==> src/lbo_pkg.sv <==
// ----------------------------------------------------------------------------
// lbo_pkg: shared types and constants of the label boundary overlay
// Frame geometry limits, field widths, register indexes and the
// control structs that pass between the blocks.
// ----------------------------------------------------------------------------
`default_nettype none

package lbo_pkg;

	localparam int MAX_WIDTH    = 2048;
	localparam int ADDR_BITS    = $clog2(MAX_WIDTH);
	localparam int LABEL_BITS   = 16;
	localparam int COLOUR_BITS  = 24;
	localparam int WIDTH_BITS   = 12;
	localparam int HEIGHT_BITS  = 13;
	localparam int ROW_BITS     = 12;
	localparam int HEIGHT_LIMIT = 4096;

	localparam logic [WIDTH_BITS-1:0]  WIDTH_RESET  = WIDTH_BITS'(640);
	localparam logic [HEIGHT_BITS-1:0] HEIGHT_RESET = HEIGHT_BITS'(480);
	localparam logic [7:0]             WHITE        = 8'd255;

	// Register indexes, taken from paddr[2].
	localparam logic REG_WIDTH  = 1'b0;
	localparam logic REG_HEIGHT = 1'b1;

	typedef struct packed {
		logic [WIDTH_BITS-1:0]  width;    // saturated to 1..MAX_WIDTH
		logic [HEIGHT_BITS-1:0] height;   // saturated to 1..HEIGHT_LIMIT
		logic                   restart;  // a register write restarts the frame
	} cfg_t;

	typedef struct packed {
		logic [ADDR_BITS-1:0] column;
		logic                 emit_above;
		logic                 interior;
		logic                 emit_self;
		logic                 last_col;
	} pos_t;

endpackage

`default_nettype wire

==> src/lbo_cfg.sv <==
// ----------------------------------------------------------------------------
// lbo_cfg: configuration registers
// APB write and read of image width and height, with saturated copies
// for the datapath and a restart strobe on every write.
// ----------------------------------------------------------------------------
`default_nettype none

module lbo_cfg (
	input  wire logic               clk,
	input  wire logic               arst_n,
	input  wire logic               psel,
	input  wire logic               penable,
	input  wire logic               pwrite,
	input  wire logic [2:0]         paddr,
	input  wire logic [31:0]        pwdata,
	output logic      [31:0]        prdata,
	output logic                    pready,
	output lbo_pkg::cfg_t           cfg
);

	logic [lbo_pkg::WIDTH_BITS-1:0]  width_q;
	logic [lbo_pkg::HEIGHT_BITS-1:0] height_q;
	logic                            wr_en;

	assign pready = 1'b1;
	assign wr_en  = psel && penable && pwrite;

	always_ff @(posedge clk or negedge arst_n) begin
		if (!arst_n) begin
			width_q  <= lbo_pkg::WIDTH_RESET;
			height_q <= lbo_pkg::HEIGHT_RESET;
		end else if (wr_en) begin
			if (paddr[2] == lbo_pkg::REG_WIDTH) begin
				width_q <= pwdata[lbo_pkg::WIDTH_BITS-1:0];
			end else begin
				height_q <= pwdata[lbo_pkg::HEIGHT_BITS-1:0];
			end
		end
	end

	always_comb begin
		if (paddr[2] == lbo_pkg::REG_HEIGHT) begin
			prdata = 32'(height_q);
		end else begin
			prdata = 32'(width_q);
		end
	end

	always_comb begin
		cfg.restart = wr_en;
		if (width_q == '0) begin
			cfg.width = lbo_pkg::WIDTH_BITS'(1);
		end else if (width_q > lbo_pkg::WIDTH_BITS'(lbo_pkg::MAX_WIDTH)) begin
			cfg.width = lbo_pkg::WIDTH_BITS'(lbo_pkg::MAX_WIDTH);
		end else begin
			cfg.width = width_q;
		end
		if (height_q == '0) begin
			cfg.height = lbo_pkg::HEIGHT_BITS'(1);
		end else if (height_q > lbo_pkg::HEIGHT_BITS'(lbo_pkg::HEIGHT_LIMIT)) begin
			cfg.height = lbo_pkg::HEIGHT_BITS'(lbo_pkg::HEIGHT_LIMIT);
		end else begin
			cfg.height = height_q;
		end
	end

endmodule

`default_nettype wire

==> config.mk <==
export PLATFORM = sky130hd
export DESIGN_NAME = lbo_cfg
export DESIGN_NICKNAME = d
export VERILOG_FILES = /design/src/lbo_pkg.sv /design/src/lbo_cfg.sv
export SDC_FILE = /design/constraint.sdc
export NUM_CORES = 1
export LEC_CHECK = 0
export ABC_AREA = 0
export BUFFER_PORTS_ARGS = -buffer_cell sky130_fd_sc_hd__clkbuf_2
export CAP_MARGIN = 25
export CELL_PAD_IN_SITES_DETAIL_PLACEMENT = 1
export CELL_PAD_IN_SITES_GLOBAL_PLACEMENT = 1
export CORE_MARGIN = 2
export CORE_UTILIZATION = 34
export CTS_CLUSTER_DIAMETER = 150
export DETAILED_ROUTE_END_ITERATION = 7
export GPL_TIMING_DRIVEN = 1
export PLACE_DENSITY_LB_ADDON = 0.2
export SYNTH_ARGS = -nofsm -noshare
export SYNTH_HDL_FRONTEND = slang
export SYNTH_SLANG_ARGS = --single-unit
==> constraint.sdc <==
create_clock -name clk -period 2.4 [get_ports clk]
set_input_delay 0 -clock clk [delete_from_list [all_inputs] [get_ports clk]]
set_output_delay 0 -clock clk [all_outputs]
set_load 0.005 [all_outputs]
Yosys cells after proc, flatten, opt, wreduce, memory -nomap -nowiden
Index checks and enable logic that the tools add are counted.
{ "word_totals": {"out_inout_bits": 59, "regBits": 25, "input_bits": 40, "wordCells": 16} }
{ "op_classes": {"bitwise_logic": 1, "n_lt_le_gt_ge": 2, "mux": 5, "reduce_logical": 6} }
{ "ops": {"columns": ["operator", "count"], "rows": [
  ["2-to-1 mux 13 bit", 3],
  ["2-to-1 mux 12 bit", 2],
  ["greater-than comparator 13 bit (second input constant)", 1],
  ["zero test 13 bit", 1],
  ["greater-than comparator 12 bit (second input constant)", 1],
  ["zero test 12 bit", 1],
  ["AND reduction 2 bit", 2],
  ["logical AND 1 bit", 2],
  ["NOT 1 bit", 1]
]} }

Depth between registers and ports, before layout
{ "logic_depth": {"depth_word": 3, "mapped_depth": 4} }

Least setup slack after synthesis
Ideal clock, no wire load.
{ "synth_timing": {"kind": "reg2reg", "from": "register, netlist name height_q[12]", "to": "register height_q[12] (netlist bit)", "stages_incl_launch_ff": 3, "path_slack_ns": 1.406, "t_arrival_ns": 0.869, "setup_ns": 0.125, "path_cell_list": "dfrtp_1 > clkbuf_1 > mux2_2"} }
{ "synth_lines": {"columns": ["item", "line", "source"], "rows": [
  ["to (signal assigned)", "lbo_cfg.sv:31", "height_q <= lbo_pkg::HEIGHT_RESET;"],
  ["to (signal assigned)", "lbo_cfg.sv:36", "height_q <= pwdata[lbo_pkg::HEIGHT_BITS-1:0];"],
  ["to (decl)", "lbo_cfg.sv:22", "logic [lbo_pkg::HEIGHT_BITS-1:0] height_q;"]
]} }

==> results.ini <==
[yosys]
synthesis.area_um2 = 1590
postSynthRegisterBits = 25
yosysTopAreaCellShare = 0.299
synth_warnings = 0
synth.lib_cells_used.distinct = 21
synth_area_leaders = dfrtp_1 (30%), mux2_4 (19%), mux2_2 (11%)
synth_top_cell_by_area = dfrtp_1
yosysSeqAreaShare = 0.398
syn-instance-count = 130
synthesis.area_per_instance_um2 = 12.2

[timing]
grt_setup_unrepaired = no
finalSetupViolations = 0
clock_skew_ns = 0
peak_clock_frequency_supported_by_timing_ghz = 0.646
period_share = 0.645
slew_violations = 0
final.setup.tns_ns = 0
finalHoldViolations = 0
timing.max_slew.rel_slack = 0.588
layout_min_cycle_time_ns = 1.55
tightestPinTransition_ns = 0.618

[job]
reported_max_cap_violation_count = 0

[clock_network]
cts_inserted_buffers = 3
max-clock-path-buffers = 2
latest_clock_arrival_within_the_worst_skew_pair_ns = 0.27
cts.clk_slew.worst_paths_ns = 0.10
cts_htree_levels = 1
cts_tree = built
cts.repair.resized = 0
cts-root-buf = clkbuf_8
clock_sink_count = 25

[place]
dp.final_hpwl_um = 2870
globalplace.congestion = 0.733
dpl-instance-area_um2 = 1800
port_buffers = 57

[setup_path]
worst_ep_arrival_time_ns = 1.55
timing.critical_path.to_type = primary output
worstPathMaxFanout = 16
critical_path_class = reg -> out
r2r-start = width_q[11]
critical_path_required_ns = 2.40
launching_instance_or_port_of_the_critical_path = height_q[12]
timing.critical_path.from_type = flip-flop

[layout]
diodes = 0
final_area_um2 = 1990
layout_commonest_cell = clkbuf_2
net_total_in_the_final_layout = 236
layout_common_cells = clkbuf_2 (57), nor2b_1 (22), mux2_4 (20), conb_1 (20), dfrtp_1 (19)
final_layout_size_suffix_gt1_frac = 0.544
utilization = 0.449
synthToLayoutAreaGrowth_pct = 25.4

[floorplanning]
initial_core_util = 0.358
fp.coreArea_um2 = 4440
boundaryPins = 99
die_width_um = 72.4
std_cell_rows = 24
die_area_um2 = 5240
die_height_um = 72.4

[grt]
via_count_of_the_first_global_routing_pass = 1166
grt_start_max_net_pins = 26
number_of_antenna_violations_at_the_first_check_in_global_routing = 0
grt_remaining_overflow = 0
grt_first_pass_wirelength_um = 6080
grt_use_total = 0.152

[routing]
route.antenna.remaining_nets = 0
post_drt_via_cell_ratio = 4.57
routed_vias = 1129
drt-wirelength-per-cell_um = 16.0
firstDrtPassIters = 3
dr.first_iter.drc_count = 30
postRouteWirelength_um = 3960
drcViolationCount = 0

[power_and_ir_drop]
static-leakage-power_nw = 1.05
power.ir.vdd_worst_mv = 0.255
pwr_density_cell_nw_per_um2 = 719

[worst_hold_path]
class_of_the_tightest_hold_or_removal_check = in -> async

[run_status]
status = completed

-- kinds of logic after synthesis --
kind of cell           after synthesis  share of synthesized area
muxes                               36                      0.302
and+or+nand+nor                     33                      0.142
buffers and inverters               31                      0.138
DFF                                 25                      0.398
AOI/OAI and AO/OA                    3                     0.0157
other                                2                    0.00472
-- synth_stat cells --
cell / number
a32o_1: 1
a41o_1: 1
and2_1: 1
and3_1: 1
buf_2: 1
buf_4: 21
buf_6: 3
clkbuf_1: 4
conb_1: 2
dfrtp_1: 19
dfstp_2: 6
inv_1: 2
mux2_2: 16
mux2_4: 20
nand2_1: 1
nand4_2: 1
nand4b_4: 1
nor2_1: 1
nor2b_1: 22
nor4_1: 5
o21ai_0: 1
-- per-stage QoR --
stage                     hold WS, ns  total power (W)  worst slack (ns)  std cells
final                           0.258          0.00143             0.853        247
after global routing            0.312          0.00152             0.728        247
after CTS                       0.282          0.00145             0.843        247
after detailed placement       0.0465          0.00116              1.05        229
after global placement         0.0436          0.00114              1.06        229
after floorplan                -0.296         0.000947              1.41        148
-- flip-flops by register name, indices dropped and copies added (netlist names) --
name      flops
height_q     13
width_q      12
-- per-layer routing --
metal / share of wire / vias up / GRT usage
met5: 0 / - / 0
met1: 0.44 / 559 / 0.202
li1: - / 531 / -
met2: 0.52 / 37 / 0.256
met4: 0.010 / 0 / 0.0556
met3: 0.037 / 2 / 0.0181
-- layout make-up --
type                       instances  area, µm²
inverter                           2       7.51
multi-input combinational         92        806
tap                               52       65.1
timing repair buffer              72        433
clock buffer                       3       41.3
sequential                        25        633
fill                             510       2450
clock inverter                     1       8.76
-- worst paths after layout --
check,slack (ns),to,cells past startpoint
worst min-delay path,0.26,width_q[3],2
worst max register to register,1.37,width_q[11],1
max in group asynchronous,1.73,height_q[10],2
min in group clk,0.37,width_q[3],3
worst max-delay path,0.85,cfg[1],3
worst min register to register,0.55,width_q[0],1
-- critical path, cell delays in order (launching register included) --
cell      delay (ns)
dfrtp_1         0.56
nor4_1          0.35
a32o_1          0.23
clkbuf_2        0.12
-- power by group --
group          switching, W  internal [W]
Combinational      0.000187      0.000319
Sequential         0.000126      0.000531
Clock              0.000149      0.000122
Total              0.000462      0.000972
-- what timing repair did --
action,in CTS,in global routing
buffers inserted,0,0
hold buffers,14,0
setup endpoints to repair,0,0
endpoints found under the hold margin,44,0
(Power assumes the default switching activity.)
