[config.mk]
export PLATFORM = sky130hd
export DESIGN_NAME = lbo_overlay
export DESIGN_NICKNAME = d
export VERILOG_FILES = /design/src/lbo_pkg.sv /design/src/lbo_overlay.sv
export SDC_FILE = /design/constraint.sdc
export NUM_CORES = 1
export LEC_CHECK = 0
export BUFFER_PORTS_ARGS = -buffer_cell sky130_fd_sc_hd__clkbuf_2
export CAP_MARGIN = 40
export CORE_MARGIN = 1
export CORE_UTILIZATION = 41
export DETAILED_ROUTE_END_ITERATION = 8
export HOLD_SLACK_MARGIN = 0.15
export PLACE_DENSITY = 0.78
export SETUP_SLACK_MARGIN = 0.05
export SLEW_MARGIN = 20
export SYNTH_ARGS = -nofsm -noshare
export SYNTH_HDL_FRONTEND = slang
export SYNTH_SLANG_ARGS = --single-unit
[constraint.sdc]
create_clock -name clk -period 2.52 [get_ports clk]
set_input_delay 0.126 -clock clk [delete_from_list [all_inputs] [get_ports clk]]
set_output_delay 0.126 -clock clk [all_outputs]
set_load 0.005 [all_outputs]
[src/lbo_pkg.sv]
// ----------------------------------------------------------------------------
// lbo_pkg: shared types and constants of the label boundary overlay
// Frame geometry limits, field widths, register indexes and the
// control structs that pass between the blocks.
// ----------------------------------------------------------------------------
`default_nettype none

package lbo_pkg;

	localparam int MAX_WIDTH    = 2048;
	localparam int ADDR_BITS    = $clog2(MAX_WIDTH);
	localparam int LABEL_BITS   = 16;
	localparam int COLOUR_BITS  = 24;
	localparam int WIDTH_BITS   = 12;
	localparam int HEIGHT_BITS  = 13;
	localparam int ROW_BITS     = 12;
	localparam int HEIGHT_LIMIT = 4096;

	localparam logic [WIDTH_BITS-1:0]  WIDTH_RESET  = WIDTH_BITS'(640);
	localparam logic [HEIGHT_BITS-1:0] HEIGHT_RESET = HEIGHT_BITS'(480);
	localparam logic [7:0]             WHITE        = 8'd255;

	// Register indexes, taken from paddr[2].
	localparam logic REG_WIDTH  = 1'b0;
	localparam logic REG_HEIGHT = 1'b1;

	typedef struct packed {
		logic [WIDTH_BITS-1:0]  width;    // saturated to 1..MAX_WIDTH
		logic [HEIGHT_BITS-1:0] height;   // saturated to 1..HEIGHT_LIMIT
		logic                   restart;  // a register write restarts the frame
	} cfg_t;

	typedef struct packed {
		logic [ADDR_BITS-1:0] column;
		logic                 emit_above;
		logic                 interior;
		logic                 emit_self;
		logic                 last_col;
	} pos_t;

endpackage

`default_nettype wire

[src/lbo_overlay.sv]
// ----------------------------------------------------------------------------
// lbo_overlay: boundary test and result sequencing
// One stage register holds the accepted pixel, beside the line store read
// data; up to two results leave it through an output register.
// ----------------------------------------------------------------------------
`default_nettype none

module lbo_overlay (
	input  wire logic                            clk,
	input  wire logic                            arst_n,
	input  wire logic                            pix_valid,
	output logic                                 pix_stall,
	output logic                                 accept,
	input  wire lbo_pkg::pos_t                   pos,
	input  wire logic [lbo_pkg::LABEL_BITS-1:0]  label,
	input  wire logic [lbo_pkg::COLOUR_BITS-1:0] colour,
	input  wire logic [lbo_pkg::LABEL_BITS-1:0]  above_label,
	input  wire logic [lbo_pkg::COLOUR_BITS-1:0] above_colour,
	input  wire logic [lbo_pkg::LABEL_BITS-1:0]  right_label,
	output logic                                 res_valid,
	input  wire logic                            res_stall,
	output logic [7:0]                           out_blue,
	output logic [7:0]                           out_green,
	output logic [7:0]                           out_red,
	output logic                                 boundary,
	output logic                                 frame_end
);

	localparam int WHITE3 = 3;

	logic                            valid_s1;
	logic                            pend_above_s1;
	logic                            pend_self_s1;
	logic                            interior_s1;
	logic                            last_col_s1;
	logic [lbo_pkg::LABEL_BITS-1:0]  label_s1;
	logic [lbo_pkg::COLOUR_BITS-1:0] colour_s1;

	logic                            res_valid_q;
	logic [lbo_pkg::COLOUR_BITS-1:0] res_colour_q;
	logic                            res_bnd_q;
	logic                            res_fend_q;

	logic out_free;
	logic load;
	logic take_above;
	logic done;
	logic bnd;

	assign out_free   = !res_valid_q || !res_stall;
	assign load       = valid_s1 && (pend_above_s1 || pend_self_s1) && out_free;
	assign take_above = load && pend_above_s1;
	// The stage empties when its last pending result moves out, or if it has none.
	assign done = valid_s1 && !(pend_above_s1 && pend_self_s1) &&
		(!(pend_above_s1 || pend_self_s1) || out_free);
	assign accept    = pix_valid && (!valid_s1 || done);
	assign pix_stall = valid_s1 && !done;

	assign bnd = interior_s1 && ((above_label != label_s1) || (above_label != right_label));

	always_ff @(posedge clk or negedge arst_n) begin
		if (!arst_n) begin
			valid_s1      <= 1'b0;
			pend_above_s1 <= 1'b0;
			pend_self_s1  <= 1'b0;
		end else if (accept) begin
			valid_s1      <= 1'b1;
			pend_above_s1 <= pos.emit_above;
			pend_self_s1  <= pos.emit_self;
		end else if (done) begin
			valid_s1      <= 1'b0;
			pend_above_s1 <= 1'b0;
			pend_self_s1  <= 1'b0;
		end else if (take_above) begin
			pend_above_s1 <= 1'b0;
		end
	end

	always_ff @(posedge clk) begin
		if (accept) begin
			interior_s1 <= pos.interior;
			last_col_s1 <= pos.last_col;
			label_s1    <= label;
			colour_s1   <= colour;
		end
	end

	always_ff @(posedge clk or negedge arst_n) begin
		if (!arst_n) begin
			res_valid_q <= 1'b0;
		end else if (load) begin
			res_valid_q <= 1'b1;
		end else if (!res_stall) begin
			res_valid_q <= 1'b0;
		end
	end

	always_ff @(posedge clk) begin
		if (load) begin
			if (take_above) begin
				res_colour_q <= bnd ? {WHITE3{lbo_pkg::WHITE}} : above_colour;
				res_bnd_q    <= bnd;
				res_fend_q   <= 1'b0;
			end else begin
				res_colour_q <= colour_s1;
				res_bnd_q    <= 1'b0;
				res_fend_q   <= last_col_s1;
			end
		end
	end

	assign res_valid = res_valid_q;
	assign out_blue  = res_colour_q[7:0];
	assign out_green = res_colour_q[15:8];
	assign out_red   = res_colour_q[23:16];
	assign boundary  = res_bnd_q;
	assign frame_end = res_fend_q;

	a_bnd_white: assert property (@(posedge clk) disable iff (!arst_n)
		res_valid_q && res_bnd_q |-> res_colour_q == {WHITE3{lbo_pkg::WHITE}})
		else $error("boundary result not painted white");

	a_fend_not_bnd: assert property (@(posedge clk) disable iff (!arst_n)
		res_valid_q && res_fend_q |-> !res_bnd_q)
		else $error("frame end marked on a boundary result");

	a_above_first: assert property (@(posedge clk) disable iff (!arst_n)
		accept && pos.emit_above |=> valid_s1 && pend_above_s1)
		else $error("pixel above not queued after accept");

	a_idle_clean: assert property (@(posedge clk) disable iff (!arst_n)
		!valid_s1 |-> !pend_above_s1 && !pend_self_s1)
		else $error("pending result in an empty stage");

endmodule

`default_nettype wire

# == Yosys cells after proc, flatten, opt, wreduce, memory -nomap -nowiden ==
# Cells that the tools add are included.
# classes
n_eq_ne,3
mux,10
n_reduce_logical,22
# ops
operator,n
two-way mux 24 bit,2
inequality test 16 bit,2
logical AND 1 bit,9
two-way mux 1 bit,8
logical NOT 1 bit,6
logical OR 1 bit,5
nonzero test 3 bit,1
"inequality test 2 x 1 -> 1 bit, second input constant",1
nonzero test 2 bit,1
# word_totals
output_inout_bits,29
regBits,72
elab_cells,46

# == Depth between registers and ports, before layout ==
# logic_depth
ltp_word,7
depth_mapped,6
ltp_nobuf,5

# == Least setup slack after synthesis ==
# No wires, ideal clock.
# synth_path
kind,register to register
from,"register res_valid_q, in the netlist res_valid"
to,register colour_s1[0] (netlist bit) (enable)
setup_slack_ns,0.004
required_time_ns,2.114
arrival_ns,2.110
setup_ns,0.406
n_path_buf,0
stages_incl_launch_ff,5
synth_period_minus_slack_ns,2.516
cell_sequence,dfrtp_1 -> and2_1 -> maj3_1 -> nand2_1 -> and2_1
# synth_via
elab_chain_cells,6
# synth_rtl
item,line_no,source
start: declaration,lbo_overlay.sv:39,logic res_valid_q;
start signal: assignment,lbo_overlay.sv:90,res_valid_q <= 1'b0;
start signal: assignment,lbo_overlay.sv:92,res_valid_q <= 1'b1;
start signal: assignment,lbo_overlay.sv:94,res_valid_q <= 1'b0;
logical NOT 1 bit,lbo_overlay.sv:50,assign out_free = !res_valid_q || !res_stall;
logical OR 1 bit,lbo_overlay.sv:50,
logical OR 1 bit,lbo_overlay.sv:55,(!(pend_above_s1 || pend_self_s1) || out_free);
logical AND 1 bit,lbo_overlay.sv:54,assign done = valid_s1 && !(pend_above_s1 && pend_self_s1) &&
logical OR 1 bit,lbo_overlay.sv:56,assign accept = pix_valid && (!valid_s1 || done);
logical AND 1 bit,lbo_overlay.sv:56,
net accept,lbo_overlay.sv:13,"output logic accept,"
end signal: assignment,lbo_overlay.sv:84,colour_s1 <= colour;
end: declaration,lbo_overlay.sv:37,logic [lbo_pkg::COLOUR_BITS-1:0] colour_s1;
# The timed path passes the listed nets, and every way through them passes these cells.
# A chain may end at the register's enable or synchronous reset.

# == Worst setup path after layout ==
# layout_path
from,"register res_valid_q, in the netlist res_valid"
to,output port accept
# layout_via
elab_chain_cells,6
# layout_rtl
item,line_no
logical NOT 1 bit,lbo_overlay.sv:50
logical OR 1 bit,lbo_overlay.sv:50
logical OR 1 bit,lbo_overlay.sv:55
logical AND 1 bit,lbo_overlay.sv:54
logical OR 1 bit,lbo_overlay.sv:56
logical AND 1 bit,lbo_overlay.sv:56
end: declaration,lbo_overlay.sv:13
# Every way passes these cells.

==> flow_summary.toml <==
[clocking]
clock_tree.buffer_depth = 2
clock_insertion_delay_worst_skew_ns = 0.34
clock_tree_from_tritoncts = "yes"
cts_sinks = 72
clock-root-buffer = "clkbuf_8"
cts_setup_buffers = 0
cts_inserted_buffers = 9
cts.htree.levels = 3
clk_pin_slew_worst_setup_hold_paths_ns = 0.08

[synth]
yosys.area.top_type_share = 0.687
syn_area_sq_um = 2970
postSynthCellCount = 214
synth.area.top_cells = "edfxtp_1, xor2_1, nand2_1, nand3_1, dfrtp_1"
synthesis.area_per_instance_sq_um = 13.9
yosys.area.top_type = "edfxtp_1"
synth.ff_latch_count = 72
ys_dominant_reg_cell = "edfxtp_1"
asr_flop_ratio_synth = 0.0556
synth-edff-count = 68
synth-seq-area-share = 0.721
synthesis.yosys.warnings = 0
netlist-cell-type-count = 25
synthesis.nets = 329

[global_route]
first_global_vias = 2529
grt_antenna_before_repair = 0
global_route_usage_over_all_layers = 0.212
grt_first_pass_wirelength_microns = 11700
globalRouteOverflowTotal = 0
grt_start_max_net_pins = 45

[placed_design]
detailedPlacementHpwl_microns = 4420
finalWeightedCongestion = 0.720
buffer_ports.inserted = 132
placedInstanceArea_sq_um = 3760

[power_and_ir_drop]
leakage_nw = 2.07
peakVddDrop_uv = 293
power.total_mw = 2.84
power_density_nw_per_um2 = 609

[hold_path]
hold_path.class = "primary input to flip-flop"

[worst_setup_path]
worstSetupPathType = "flip-flop to output port"
data_required_critical_path_ns = 2.39
critical_path_arrival_ns = 2.02
cpMaxStageDelayCell = "dfrtp_1"
crit_path_cell_trace = "and2_1 -> maj3_1 -> nand2_1 -> and2_2 -> buf_12 -> clkbuf_2"
startpoint_type = "flip-flop"
critical-path-max-stage-delay_ns = 0.40
critical_path.max_fanout = 44
crit_path_end_kind = "output port"

[sta]
max_clock_freq_ghz = 0.465
timing.final.hold_violations = 0
timing.final.max_slew_violations = 0
final.period_utilization = 0.853
transition_time_of_the_tightest_slew_check_pin_ns = 0.347
relative_slew_margins = 0.769
finalWorstPathRequiredPeriod_ns = 2.15
fin_worst_skew_ns = 0.0102
rsz0062_at_grt = "no"
setup-violations-final = 0
finalSetupTns_ns = 0

[floorplanning]
die_y_microns = 87.1
initial_utilization = 0.430
placeableCoreArea_sq_um = 6910
ioPinCount = 144
row_count = 30
die_width_microns = 87.1
area_of_the_die_sq_um = 7590

[detailed_routing]
count_of_antenna_violating_nets_left_after_detailed_routing = 0
vias = 2471
detail_route.drc_violations = 0
first_pass_iters = 5
totalWireLength_microns = 7740
routedWlPerCell_microns = 14.7
post_drt_via_cell_ratio = 4.69
first_iter_violations = 98

[layout]
area_growth_pct = 57.2
final_layout_size_suffix_gt1_frac = 0.364
filler_cell_count = 516
stdcell_area_sq_um = 4670
nNetsFinal = 542
antenna-diode-count = 0

[run_status]
status = "completed"

[flow_run]
maxCapViolCount = 0
-- cell usage after synthesis, types with 2 or more instances --
cell / count
edfxtp_1: 68
nand2_1: 53
xor2_1: 28
nand3_1: 23
nor4_1: 7
clkbuf_1: 4
dfrtp_1: 4
and2_1: 3
o21ai_0: 3
and3_1: 2
buf_6: 2
inv_1: 2
nand3_2: 2
xnor2_1: 2
-- path summary, 6_finish.rpt --
path	to	cells past startpoint	slack (ns)	start
min in group asynchronous	res_valid	3	0.69	arst_n
max in group asynchronous	pend_above_s1	3	1.67	arst_n
worst min-delay path	label_s1[7]	2	0.49	label[7]
worst max-delay path	accept	6	0.37	res_valid
worst min register to register	frame_end	1	0.53	last_col_s1
worst max register to register	res_colour_q[4]	6	0.37	label_s1[1]
-- stage by stage --
| step | cells | hold WS (ns) | utilization | setup WS (ns) |
|---|---|---|---|---|
| finish | 527 | 0.495 | 0.676 | 0.372 |
| global route | 527 | 0.485 | 0.676 | 0.255 |
| CTS | 527 | 0.478 | 0.676 | 0.331 |
| detailed placement | 440 | -0.0650 | 0.545 | 0.337 |
| global placement | 440 | -0.0657 | 0.545 | 0.453 |
| floorplan | 214 | -0.170 | - | 0.404 |
-- flip-flops by register name, indices dropped and copies added (netlist names) --
signal and flops:
pend_above_s1 1, res_colour_q 24, frame_end 1, res_valid 1, pend_self_s1 1, interior_s1 1
label_s1 16, valid_s1 1, colour_s1 24, last_col_s1 1, boundary 1
-- what timing repair did --
item	in CTS	in global routing
hold buffers	72	0
hold endpoints to repair	74	0
resized for setup	0	0
-- report_power, final --
part           internal (mW)  switching [mW]  total [mW]
registers               1.45          0.0407        1.49
clock network          0.448           0.432       0.881
logic                  0.244           0.228       0.472
total                   2.14           0.701        2.84
-- per-layer routing --
| layer | GRT usage | routed length, microns | vias to the layer above |
|---|---|---|---|
| met5 | 0 | 0 | - |
| met4 | 0.110 | 193 | 0 |
| met3 | 0.0483 | 555 | 20 |
| met2 | 0.393 | 4200 | 130 |
| met1 | 0.223 | 2800 | 1128 |
| li1 | - | - | 1193 |
-- critical path: cells and delay by family, from the launching register on --
kind          cells  cell delay, ns
flops             1            0.40
buf+inv           2            0.40
fa+ha+maj         1            0.36
simple gates      3            0.52
-- area by class of cell --
class                   instances  area, sq um  share of cell area
repair buffers                209         1430               0.307
well taps                      96          120              0.0257
inverters                       2         7.51             0.00161
clock inverters                 6         61.3              0.0131
flip-flops and latches         72         2140               0.459
multi-input cells             133          783               0.168
clock buffers                   9          124              0.0265
-- cells by family after synthesis --
family	share of synthesized area
adders and majority gates	0.00337
buffers and inverters	0.0164
and+or+nand+nor	0.145
AOI/OAI and AO/OA	0.0257
xor gates and xnor gates	0.0885
DFF	0.721
-- layout by cell type, fill, tap and decap left out, types with 4 or more instances in the layout --
master / Yosys / layout
edfxtp_1: 68 / 68
dlygate4sd3_1: 0 / 72
clkbuf_8: 0 / 9
clkbuf_2: 0 / 132
xor2_1: 28 / 28
buf_4: 0 / 4
nand2_1: 53 / 53
dfrtp_1: 4 / 4
nor4_1: 7 / 7
nand3_1: 23 / 23
Power figures use the tool's default switching activity.
