<file path="src/lbo_pkg.sv">
// ----------------------------------------------------------------------------
// lbo_pkg: shared types and constants of the label boundary overlay
// Frame geometry limits, field widths, register indexes and the
// control structs that pass between the blocks.
// ----------------------------------------------------------------------------
`default_nettype none

package lbo_pkg;

	localparam int MAX_WIDTH    = 2048;
	localparam int ADDR_BITS    = $clog2(MAX_WIDTH);
	localparam int LABEL_BITS   = 16;
	localparam int COLOUR_BITS  = 24;
	localparam int WIDTH_BITS   = 12;
	localparam int HEIGHT_BITS  = 13;
	localparam int ROW_BITS     = 12;
	localparam int HEIGHT_LIMIT = 4096;

	localparam logic [WIDTH_BITS-1:0]  WIDTH_RESET  = WIDTH_BITS'(640);
	localparam logic [HEIGHT_BITS-1:0] HEIGHT_RESET = HEIGHT_BITS'(480);
	localparam logic [7:0]             WHITE        = 8'd255;

	// Register indexes, taken from paddr[2].
	localparam logic REG_WIDTH  = 1'b0;
	localparam logic REG_HEIGHT = 1'b1;

	typedef struct packed {
		logic [WIDTH_BITS-1:0]  width;    // saturated to 1..MAX_WIDTH
		logic [HEIGHT_BITS-1:0] height;   // saturated to 1..HEIGHT_LIMIT
		logic                   restart;  // a register write restarts the frame
	} cfg_t;

	typedef struct packed {
		logic [ADDR_BITS-1:0] column;
		logic                 emit_above;
		logic                 interior;
		logic                 emit_self;
		logic                 last_col;
	} pos_t;

endpackage

`default_nettype wire

</file>
<file path="src/lbo_raster.sv">
// ----------------------------------------------------------------------------
// lbo_raster: raster position counters
// Tracks column and row of the next pixel and derives the per-pixel
// flags: which results it causes and whether the pixel above is interior.
// ----------------------------------------------------------------------------
`default_nettype none

module lbo_raster (
	input  wire logic     clk,
	input  wire logic     arst_n,
	input  wire lbo_pkg::cfg_t cfg,
	input  wire logic     advance,
	output lbo_pkg::pos_t pos
);

	logic [lbo_pkg::ADDR_BITS-1:0] col_q;
	logic [lbo_pkg::ROW_BITS-1:0]  row_q;
	logic                          last_row;
	logic                          last_col;
	logic                          col_interior;

	assign last_col = (lbo_pkg::WIDTH_BITS'(col_q) + lbo_pkg::WIDTH_BITS'(1)) == cfg.width;
	assign last_row = (lbo_pkg::HEIGHT_BITS'(row_q) + lbo_pkg::HEIGHT_BITS'(1)) == cfg.height;
	// The pixel above must be off the frame edge, so that its right neighbor is inside.
	assign col_interior = (col_q != '0) &&
		((lbo_pkg::WIDTH_BITS'(col_q) + lbo_pkg::WIDTH_BITS'(2)) <= cfg.width);

	always_comb begin
		pos.column     = col_q;
		pos.emit_above = (row_q != '0);
		pos.interior   = (row_q > lbo_pkg::ROW_BITS'(1)) && col_interior;
		pos.emit_self  = last_row;
		pos.last_col   = last_col;
	end

	always_ff @(posedge clk or negedge arst_n) begin
		if (!arst_n) begin
			col_q <= '0;
			row_q <= '0;
		end else if (cfg.restart) begin
			col_q <= '0;
			row_q <= '0;
		end else if (advance) begin
			if (last_col) begin
				col_q <= '0;
				row_q <= last_row ? '0 : row_q + lbo_pkg::ROW_BITS'(1);
			end else begin
				col_q <= col_q + lbo_pkg::ADDR_BITS'(1);
			end
		end
	end

endmodule

`default_nettype wire

</file>
<file path="config.mk">
export PLATFORM = sky130hd
export DESIGN_NAME = lbo_raster
export DESIGN_NICKNAME = d
export VERILOG_FILES = /design/src/lbo_pkg.sv /design/src/lbo_raster.sv
export SDC_FILE = /design/constraint.sdc
export NUM_CORES = 1
export LEC_CHECK = 0
export ABC_AREA = 1
export CAP_MARGIN = 20
export CORE_MARGIN = 3
export CORE_UTILIZATION = 54
export DETAILED_ROUTE_END_ITERATION = 6
export DONT_BUFFER_PORTS = 1
export GPL_TIMING_DRIVEN = 0
export PLACE_DENSITY = 0.73
export SYNTH_ARGS = -nofsm -noshare
export SYNTH_HDL_FRONTEND = slang
export SYNTH_SLANG_ARGS = --single-unit
</file>
<file path="constraint.sdc">
create_clock -name clk -period 6.6 [get_ports clk]
set_input_delay 0.66 -clock clk [delete_from_list [all_inputs] [get_ports clk]]
set_output_delay 0.66 -clock clk [all_outputs]
set_load 0.02 [all_outputs]
</file>
# ---- Word level (Yosys, flattened, before mapping)
# Index checks and enable logic that the tools add are counted.
dict set report op_classes {
  add_sub_neg 5
  order_cmp 2
  n_eq_ne 2
  n_mux 7
  n_reduce_logical 7
}
# cell n
set op_table {}
lappend op_table {{$mux 12} 4}
lappend op_table {{$mux 11} 3}
lappend op_table {{$add 12x1->13 const B} 1}
lappend op_table {{$eq 13x13->1} 1}
lappend op_table {{$add 11x1->12 const B} 1}
lappend op_table {{$add 11x2->12 const B} 1}
lappend op_table {{$add 12x1->12 const B} 1}
lappend op_table {{$eq 12x12->1} 1}
lappend op_table {{$gt 12x1->1 const B} 1}
lappend op_table {{$le 12x12->1} 1}
lappend op_table {{$reduce_bool 12->1} 1}
lappend op_table {{$add 11x1->11 const B} 1}
lappend op_table {{$reduce_bool 11->1} 1}
lappend op_table {{$reduce_bool 2->1} 2}
lappend op_table {{$logic_and 1x1->1} 2}
lappend op_table {{$reduce_and 2->1} 1}
dict set report totals {
  reg_bits 23
  inputBits 29
  output_inout_bits 15
  wordCells 25
}

# ---- Longest topological paths before layout
# Gate-level depths: netlist of the first run.
dict set report depth {
  depth_word 6
  mapped_depth 16
  mapped_depth_nobuf 15
}

# ---- Worst setup path before layout of the first run
# Ideal clock, no wire load.
dict set report synth_path {
  path_type {register to output}
  start {register col_q[2] in the netlist's numbering}
  end {output pos[2] in the netlist's numbering}
  arrival_time_ps 2472
  required_time_ps 5940
  slack_ps 3468
  path_stages_with_launch 14
  n_path_buf 0
  path_cell_list {dfrtp_1 > ha_1 > nand2_1 > inv_1 > nand2_1 > nor2_1 > nand2_1 > xor2_1 > ha_1 > nand4_1 > or2_2 > a21o_1 > a32oi_1 > nor2_1}
}
# item line_no
set synth_rtl {}
lappend synth_rtl {{start: declaration} lbo_raster.sv:16} ;# logic [lbo_pkg::ADDR_BITS-1:0] col_q;
lappend synth_rtl {{start signal: assignment} lbo_raster.sv:48} ;# col_q <= col_q + lbo_pkg::ADDR_BITS'(1);
lappend synth_rtl {{end: declaration} lbo_raster.sv:13} ;# output lbo_pkg::pos_t pos

==> results.md, run 1 <==
* WS Path Type: reg -> out
* Largest family of logic cells by synthesized area: simple AND/OR/NAND/NOR gates
* Initial Util at between 50 and 60%
* Crit path max fanout at 6
* First-pass GRT wire length at 10100 um
* DR iter-0 viols at between 100 and 150
* Cell area after synthesis at 2620 um2
* # diodes at 0
* Worst-Margin Slew at 0.488 ns
* Ys Warns at 0
* Power Density at 141 nW/um2
* Routed wire length at ~6300 um
* Crit. End Element: output port
* Period Utilization, post-route at a little under three fifths
* Row cnt at 24
* Cell taking the most area after synthesis: dfrtp_1
* Clock sinks at 23
* Final Skew at between 0.003 and 0.004 ns
* Final Slew Violations at 0
* Worst path arrival time at 3.12 ns
* Post-route setup TNS at 0 ns
* Peak VDD IR at 0.122 mV
* DRC viols at 0
* Die ar. at roughly 5700 um2
* Post-CTS Hold Buffers at 0
* Cells after DPL at 488
* Resized Gates After CTS at 0
* Async S/R FF share, synth at 100%
* Root Driver: clkbuf_8
* Rel. slew slack at 67.5%
* Most frequent cell after synthesis: nand2_1
* Synthesized-area fraction occupied by adder cells at 8.59%
* Seq. cell area at about 580 um2
* Vias/cell at 5.37
* Detail Route Antenna Nets at 0
* Ports at 44
* Layout cells sized above 1 at 7.96%
* Skew-Pair Late Insertion Delay at roughly 0.27 ns
* Die extent in y at 75.7 um
* Synth area leaders: dfrtp_1, nand2_1, ha_1
* Synth Area in Simple Gates at between 40% and 50%
* Die Wd at 75.7 um
* P&R area growth vs syn at 4.82%
* DP Wirelength at 5210 um
* Inserted Clock Buffers at 3
* Fillers at 468
* Setup bufs post-CTS at 0
* Fmax at between 200 and 300 MHz
* Worst Setup Start Kind: flop
* Leakage at 1.45 nW
* Final setup fails at 0
* Core Box Area at ~4500 um2
* Final nets at roughly 480
* DRT Pass-1 Iters at 4
* Number of flops mapped to enable cells by yosys at 0
* Worst-case reg-to-reg path depth at 15
* I/O Buffers at 0
* Largest net degree at the start of global routing at 24
* Vias in the first global route at around 2200
* Compound-cell area share of the yosys netlist at 6.87%
* Area after DPL at 2700 um2
* Hold Vio Cnt, Final at 0
* Worst hold margin at 0.0805 ns
* Gate Count Post-Synth at approximately 420
* Sequential fraction of the synthesis area at 21.9%
* Post-route worst setup slack at ~2.8 ns
* Post-synthesis cell type count at 33
* FF+latch count, synth at 23
* Initial antenna violation count at 0
* RSZ-0062 raised after global routing: false
* Hold Crit Class: in -> async
* Mux cell area share after synthesis at 0%
* GRT Total Usage at 22.8%
* Final Critical Period at 3.78 ns
* CTS H-tree lvls at 1
* Remaining Overflow, GRT at 0
* Post-synth net total at 470
* Synth Area in XOR/XNOR at 4.20%
* Routed WL per cell at between 10 and 15 um
* Reg-to-reg setup timing slack at 4.05 ns
* Top FF cell, synth: dfrtp_1
* Tot Pwr at slightly below 0.4 mW
* Final core occ at 60.6%
* Vias at 2644
* Place WS at around 3.1 ns
* Final instance area at about 2700 um2
* Max Cap Viol at 0
* Area of the multi-input gates at 1760 um2
* CTS max path bufs at 2
* Syn Area/Cell at between 6 and 7 um2
* Status: finished, final reports clean
* Finished Layout Cells at about 500
* Worst Path Required at 5.94 ns
* Commonest cells in the netlist: nand2_1, inv_1, nor2_1, nand3_1, dfrtp_1
* Routability congestion estimate at 0.908
* Clk slew on worst S/H paths at around 0.08 ns
* CTS tree: built
* Post-synth top area share at 21.9%
## cell families after synthesis
group	Yosys count
and+or+nand+nor	274
buffers and inverters	68
AOI/OAI and AO/OA	29
DFF	23
adders and majority gates	18
xor gates and xnor gates	11
## path summary, 6_finish.rpt
kind,endpoint,start
max in group asynchronous,row_q[5]$_DFFE_PN0P_,arst_n
min in group clk,row_q[11]$_DFFE_PN0P_,row_q[11]$_DFFE_PN0P_
worst min register to register,row_q[11]$_DFFE_PN0P_,row_q[11]$_DFFE_PN0P_
worst max register to register,row_q[8]$_DFFE_PN0P_,col_q[2]$_DFFE_PN0P_
worst max-delay path,pos[2],col_q[2]$_DFFE_PN0P_
worst min-delay path,col_q[2]$_DFFE_PN0P_,arst_n
## state kept, by name (all words and copies together) (netlist names)
register and cells:
col_q 11, row_q 12
## cell usage in the layout (no fill, tap or decap), types with 2 or more instances in the layout
cell	n
nand3b_1	4
o21ai_1	2
a21oi_1	8
inv_1	58
inv_2	2
nor2_1	43
buf_6	2
clkbuf_8	3
o21ai_0	7
nand4_1	12
nand3_1	39
nor2_4	4
xor2_1	9
clkbuf_1	3
dfrtp_1	23
nand3_2	3
buf_4	4
o22ai_1	7
nand2_1	150
ha_1	18
nand2_4	4
nor3_1	3
nor2_2	4
nand2_2	5
## routing by layer
layer | wire (um) | vias to the layer above | GRT usage, %
li1 | - | 1358 | -
met5 | 0 | - | 0
met2 | 2780 | 86 | 34.7
met4 | 31 | 0 | 3.50
met3 | 554 | 5 | 4.22
met1 | 2890 | 1195 | 34.1
## layout make-up
cell class,count,area share [%]
multi-input cells,332,64.1
flip-flops and latches,23,20.9
inverters,60,8.19
well taps,65,2.96
plain buffers,8,2.18
clock buffers,4,1.64
## where the power goes
group | internal, mW | switching, mW | total [mW]
clock | 0.0431 | 0.0437 | 0.0868
combinational | 0.0480 | 0.0808 | 0.129
sequential | 0.150 | 0.0211 | 0.171
## worst max-delay path, cell delays in order (launching register included)
cell and delay [ns]:
dfrtp_1 0.59, ha_1 0.30, nand2_1 0.07, inv_1 0.08, nand2_1 0.07, nor2_1 0.20
nand2_1 0.12, xor2_1 0.16, ha_1 0.30, nand4_1 0.14, or2_2 0.34, a21o_1 0.16
a32oi_1 0.18, nor2_1 0.13
(Power assumes the default switching activity.)
==> run 2: changes to the inputs <==
--- a/config.mk
+++ b/config.mk
@@ -12,7 +12,7 @@
 export DETAILED_ROUTE_END_ITERATION = 6
 export DONT_BUFFER_PORTS = 1
 export GPL_TIMING_DRIVEN = 0
-export PLACE_DENSITY = 0.73
+export PLACE_DENSITY = 0.76
 export SYNTH_ARGS = -nofsm -noshare
 export SYNTH_HDL_FRONTEND = slang
 export SYNTH_SLANG_ARGS = --single-unit
==> constraint.sdc (replaced) <==
create_clock -name clk -period 3.4 [get_ports clk]
set_input_delay 0.34 -clock clk [delete_from_list [all_inputs] [get_ports clk]]
set_output_delay 0.34 -clock clk [all_outputs]
set_load 0.02 [all_outputs]
==> run 2 against run 1 <==
Against the previous run: sequential power increased by 98%; clock-buffer cell count unchanged; die area unchanged; via count up 0.26%; non-clock buffer count grew 2; clock skew is 0.0034 ns higher; cell area rose by 2.1%; utilization is 1.3 points higher; register-to-register slack got worse by 3.1 ns.
==> results.md, run 2 (same netlist as run 1, synthesis figures left out) <==
* Root Driver: clkbuf_8
* RR Startpoint: col_q[0]$_DFFE_PN0P_
* Die ar. at 5730 um2
* DR iter-0 viols at about 120
* Final nets at approximately 480
* Peak VDD IR at 0.231 mV
* Clock sinks at 23
* Slowest CP cell: dfrtp_2
* Post-route setup TNS at 0 ns
* Initial antenna violation count at 0
* First-pass GRT wire length at 10700 um
* Die extent in y at 75.7 um
* Remaining Overflow, GRT at 0
* RSZ-0062 raised after global routing: false
* CTS tree: built
* Row cnt at 24
* Worst Path Required at approximately 3.1 ns
* Top cell by count, worst path: nand2_1
* WS Path Type: reg -> out
* Routed WL per cell at about 14 um
* Worst hold margin at ~0.25 ns
* Largest net degree at the start of global routing at 24
* Period Utilization, post-route at 93.7%
* Max reg flops at 12
* Final Slew Violations at 0
* Power Density at ~280 nW/um2
* Fmax at 314 MHz
* Hold Crit Class: in -> reg
* Skew-Pair Late Insertion Delay at 0.27 ns
* CP bufs+invs at 1
* Critical-path cell list: ha_4 -> nand2_1 -> inv_1 -> nand2_1 -> nor2_2 -> nand2_1 -> xor2_1 -> ha_1 -> nand4_1 -> or2_2 -> nor2_1 -> a32oi_1 -> nor2_1
* DRT Pass-1 Iters at 5
* Commonest non-fill, non-tap cells in the layout: nand2_1, inv_1, nor2_1
* Largest register by flop count: row_q
* I/O Buffers at 0
* P&R area growth vs syn at 7.01%
* Inserted Clock Buffers at 3
* Leakage at 1.46 nW
* Ports at 44
* Final Critical Period at around 3.2 ns
* Tot Pwr at 0.777 mW
* Slowest stage delay, CP at 0.54 ns
* Crit. End Element: output port
* Routed wire length at 6670 um
* Die Wd at 75.7 um
* Worst Hold Launch: advance
* Vias/cell at around 5.4
* Max Cap Viol at 0
* Critical path's top delay family: simple AND/OR/NAND/NOR gates
* Routability congestion estimate at 0.915
* Vias in the first global route at 2246
* Most common cell after layout, fill and taps aside: nand2_1
* Final instance area at 2810 um2
* Worst-Margin Slew at 0.481 ns
* Rel. slew slack at 67.9%
* Initial Util at 57.8%
* Area after DPL at 2700 um2
* CTS max path bufs at 2
* Final core occ at roughly three fifths
* Critical path origin: col_q[2]$_DFFE_PN0P_
* DRC viols at 0
* Detail Route Antenna Nets at 0
* Layout cells sized above 1 at a little under a tenth
* Largest registers: row_q: 12 flops, col_q: 11 flops
* GRT Total Usage at approximately 24%
* Status: finished, final reports clean
* Worst Setup Start Kind: flop
* Vias at around 2700
* Clk slew on worst S/H paths at 0.08 ns
* # diodes at 0
* Final setup fails at 0
* Hold Vio Cnt, Final at 0
* DP Wirelength at 5390 um
* Crit path max fanout at 6
* Worst path arrival time at 2.84 ns
* Core Box Area at 4530 um2
* CTS H-tree lvls at 1
* Final Skew at 0.00677 ns
==> run 2: cell count changes in the layout (fill, tap and decap cells not counted), sizes merged <==
cell         previous run  this run
buf                     6         7
dlygate4sd3             0         1
==> run 2: worst paths after layout <==
check	slack (ns)	endpoint	depth (start not counted)
setup / recovery	0.22	pos[2]	13
hold / removal	0.25	col_q[1]$_DFFE_PN0P_	2
setup reg to reg	0.91	row_q[11]$_DFFE_PN0P_	14
hold reg to reg	0.53	row_q[11]$_DFFE_PN0P_	2
max in group asynchronous	2.56	col_q[4]$_DFFE_PN0P_	2
min in group asynchronous	0.42	row_q[10]$_DFFE_PN0P_	1
==> run 2: cell type report <==
type	count	area, um2
Fill cell	454	1730
Timing Repair Buffer	2	37.5
Multi-Input combinational cell	332	1780
Sequential cell	23	581
Buffer	8	60.1
Clock buffer	4	45.0
Inverter	60	225
Tap cell	65	81.3
==> run 2: repair_timing <==
| action | 4_1_cts | 5_1_grt |
|---|---|---|
| hold buffers | 1 | 0 |
| buffers inserted | 0 | 0 |
| gates resized for setup | 1 | 6 |
| hold endpoints to repair | 23 | 0 |
| setup endpoints to repair | 1 | 1 |
==> run 2: worst reg2reg max path, cell delays in order (launching register included) <==
cell     delay, ns
dfrtp_1       0.51
inv_1         0.18
ha_1          0.37
xor2_1        0.15
nor2_1        0.11
nand2_1       0.07
nor2_1        0.14
nand2_1       0.08
nor2_2        0.13
nand3_4       0.16
nand2_4       0.16
nand2_4       0.07
buf_6         0.15
nand2_1       0.07
nand2_1       0.05
==> run 2: per-layer routing <==
layer | vias up | global-route usage [%] | routed length, um
li1 | 1355 | - | -
met1 | 1205 | 34.1 | 2970
met2 | 85 | 37.8 | 3040
met3 | 6 | 6.07 | 585
met4 | 0 | 4.85 | 75
met5 | - | 0 | 0
==> run 2: where the power goes <==
part / leakage (nW) / internal (mW) / switching [mW]
combinational: 1.12 / 0.0988 / 0.166
sequential: 0.309 / 0.293 / 0.0455
clock: 0.0228 / 0.0839 / 0.0899
==> run 2: stage by stage <==
step | cells | worst slack, ns
after floorplan | 423 | 0.588
after global placement | 488 | 0.307
after detailed placement | 488 | 0.276
after CTS | 493 | 0.0690
after global routing | 494 | 0.00402
final | 494 | 0.215
==> run 3: changes to the inputs <==
--- a/config.mk
+++ b/config.mk
@@ -9,9 +9,9 @@
 export CAP_MARGIN = 20
 export CORE_MARGIN = 3
 export CORE_UTILIZATION = 54
+export CTS_CLUSTER_DIAMETER = 150
 export DETAILED_ROUTE_END_ITERATION = 6
 export DONT_BUFFER_PORTS = 1
-export GPL_TIMING_DRIVEN = 0
 export PLACE_DENSITY = 0.76
 export SYNTH_ARGS = -nofsm -noshare
 export SYNTH_HDL_FRONTEND = slang
==> run 3 against run 2 <==
Against the previous run: combinational power barely moved; critical endpoint unchanged; fmax down 1.5%; sequential power is 3% lower; via count grew 0.38%; die area unchanged; global-route usage is 1.5 points lower; worst setup slack worse by 0.050 ns; worst hold slack gained 0.0033 ns.
==> results.md, run 3 (same netlist as run 1, synthesis figures left out) <==
* Status: finished, final reports clean
* Largest net degree at the start of global routing at 24
* DP Wirelength at around 5200 um
* Peak VDD IR at 0.240 mV
* DR iter-0 viols at 170
* Vias in the first global route at around 2300
* Layout cells sized above 1 at 8.04%
* Die Wd at around 76 um
* Slowest stage delay, CP at about 0.70 ns
* Final Critical Period at 3.23 ns
* CTS tree: built
* Final Slew Violations at 0
* Max reg flops at 12
* Max Cap Viol at 0
* Rel. slew slack at between 40% and 50%
* WHS Endpoint: col_q[1]$_DFFE_PN0P_
* # diodes at 0
* GRT Total Usage at 22.7%
* WS Path Type: reg -> out
* Routed WL per cell at 13.0 um
* RR Startpoint: row_q[0]$_DFFE_PN0P_
* Worst path arrival time at 2.89 ns
* Commonest non-fill, non-tap cells in the layout: nand2_1, inv_1, nor2_1
* First-pass GRT wire length at between 10000 and 15000 um
* Most common cell after layout, fill and taps aside: nand2_1
* CTS max path bufs at 2
* R2r endpoint: row_q[7]$_DFFE_PN0P_
* Worst Setup Start Kind: flop
* CTS H-tree lvls at 1
* Crit. End Element: output port
* Worst Path Required at 3.06 ns
* Ports at 44
* P&R area growth vs syn at 4.72%
* Critical-path cell list: nand2_1 -> inv_1 -> nand2_1 -> nor2_1 -> nand2_1 -> xor2_1 -> ha_1 -> nand4_1 -> or2_2 -> a21o_1 -> a32oi_1 -> nor2_2
* Detail Route Antenna Nets at 0
* I/O Buffers at 0
* Period Utilization, post-route at between 90% and 100%
* Worst hold stages at 2
* Leakage at ~1.4 nW
* Final Skew at around 0.0036 ns
* Hold Vio Cnt, Final at 0
* Die ar. at between 5000 and 6000 um2
* Remaining Overflow, GRT at 0
* Cells after DPL at around 480
* Finished Layout Cells at 488
* Clk slew on worst S/H paths at 0.08 ns
* Crit path max fanout at 11
* DRC viols at 0
* Vias at 2661
* Reg-to-reg setup timing slack at between 0.7 and 0.8 ns
* Fmax at 309 MHz
* Top cell by count, worst path: nand2_1
* Clock sinks at 23
* Largest register by flop count: row_q
* Critical path's top delay family: simple AND/OR/NAND/NOR gates
* Inserted Clock Buffers at 3
* Final nets at 471
* CP bufs+invs at 1
* Initial Util at 57.8%
* Initial antenna violation count at 0
* DRT Pass-1 Iters at 5
* Routability congestion estimate at 0.911
* Worst-case reg-to-reg path depth at 12
* Vias/cell at 5.45
* Power Density at 278 nW/um2
* Setup bufs post-CTS at 0
* Largest registers: row_q: 12 flops, col_q: 11 flops
* Die extent in y at 75.7 um
* Worst Hold Launch: advance
* Routed wire length at 6330 um
* Hold Crit Class: in -> reg
* Tot Pwr at 0.763 mW
* Final setup fails at 0
* Row cnt at 24
* Worst hold margin at between 0.2 and 0.3 ns
* Slowest CP cell: dfrtp_1
* Post-route setup TNS at 0 ns
* Root Driver: clkbuf_8
* Skew-Pair Late Insertion Delay at 0.26 ns
* Worst-Margin Slew at 0.787 ns
* Fillers at 433
* Core Box Area at between 4000 and 5000 um2
[run 3: cell count changes in the layout (fill, tap and decap cells not counted), sizes merged]
cell | before | now
clkinv | 0 | 1
buf | 7 | 3
clkbuf | 6 | 3
[run 3: cell type report]
type	count	area, um2	area share, %
clock buffers	3	41.3	1.50
clock inverters	1	5.00	0.182
inverters	60	225	8.20
multi-input cells	332	1760	64.2
flip-flops and latches	23	577	21.0
well taps	65	81.3	2.96
repair buffers	4	52.6	1.91
[run 3: what timing repair did]
action,4_1_cts,5_1_grt
hold endpoints to repair,23,0
gates resized for setup,0,2
hold buffers,1,0
setup endpoints to repair,0,1
[run 3: where the power goes]
part	switching, mW	leakage, nW	total [mW]	internal, mW
Clock	0.0865	0.0255	0.168	0.0818
Combinational	0.167	1.10	0.265	0.0979
Sequential	0.0371	0.314	0.329	0.292
[run 3: worst reg2reg max path: stages (launching register included)]
cell and delay [ns]:
dfrtp_1 0.47, ha_1 0.23, nand2_1 0.12, nor2_1 0.26, nand3_1 0.17, nand3b_1 0.12, nand2_1 0.05, a21oi_1 0.13
nand3_1 0.10, nor2_2 0.61, nor2_1 0.10, nand2_1 0.10, nand2_1 0.05
[run 3: worst max path at each step]
stage | from | endpoint | slack, ns | cells after the start
floorplan | col_q[2]$_DFFE_PN0P_ | pos[2] | 0.59 | 13
global placement | col_q[1]$_DFFE_PN0P_ | pos[2] | 0.49 | 13
detailed placement | col_q[1]$_DFFE_PN0P_ | pos[2] | 0.45 | 13
CTS | col_q[1]$_DFFE_PN0P_ | pos[2] | 0.14 | 13
global route | col_q[3]$_DFFE_PN0P_ | pos[2] | -0.003 | 12
finish | col_q[3]$_DFFE_PN0P_ | pos[2] | 0.17 | 12
[run 3: metal layers]
metal	track usage, %	wire length (um)	up-vias
met3	5.28	541	2
met2	36.6	2870	108
met5	0	0	-
li1	-	-	1346
met4	1.17	4	0
met1	32.7	2920	1205
[run 3: through the flow]
step / setup WS (ns) / util (%) / instance area (um2)
finish: 0.166 / 60.6 / 2750
CTS: 0.139 / 59.9 / 2720
detailed placement: 0.451 / 58.6 / 2660
global route: -0.00273 / 60.6 / 2750
global placement: 0.491 / 58.6 / 2660
floorplan: 0.588 / - / 2620
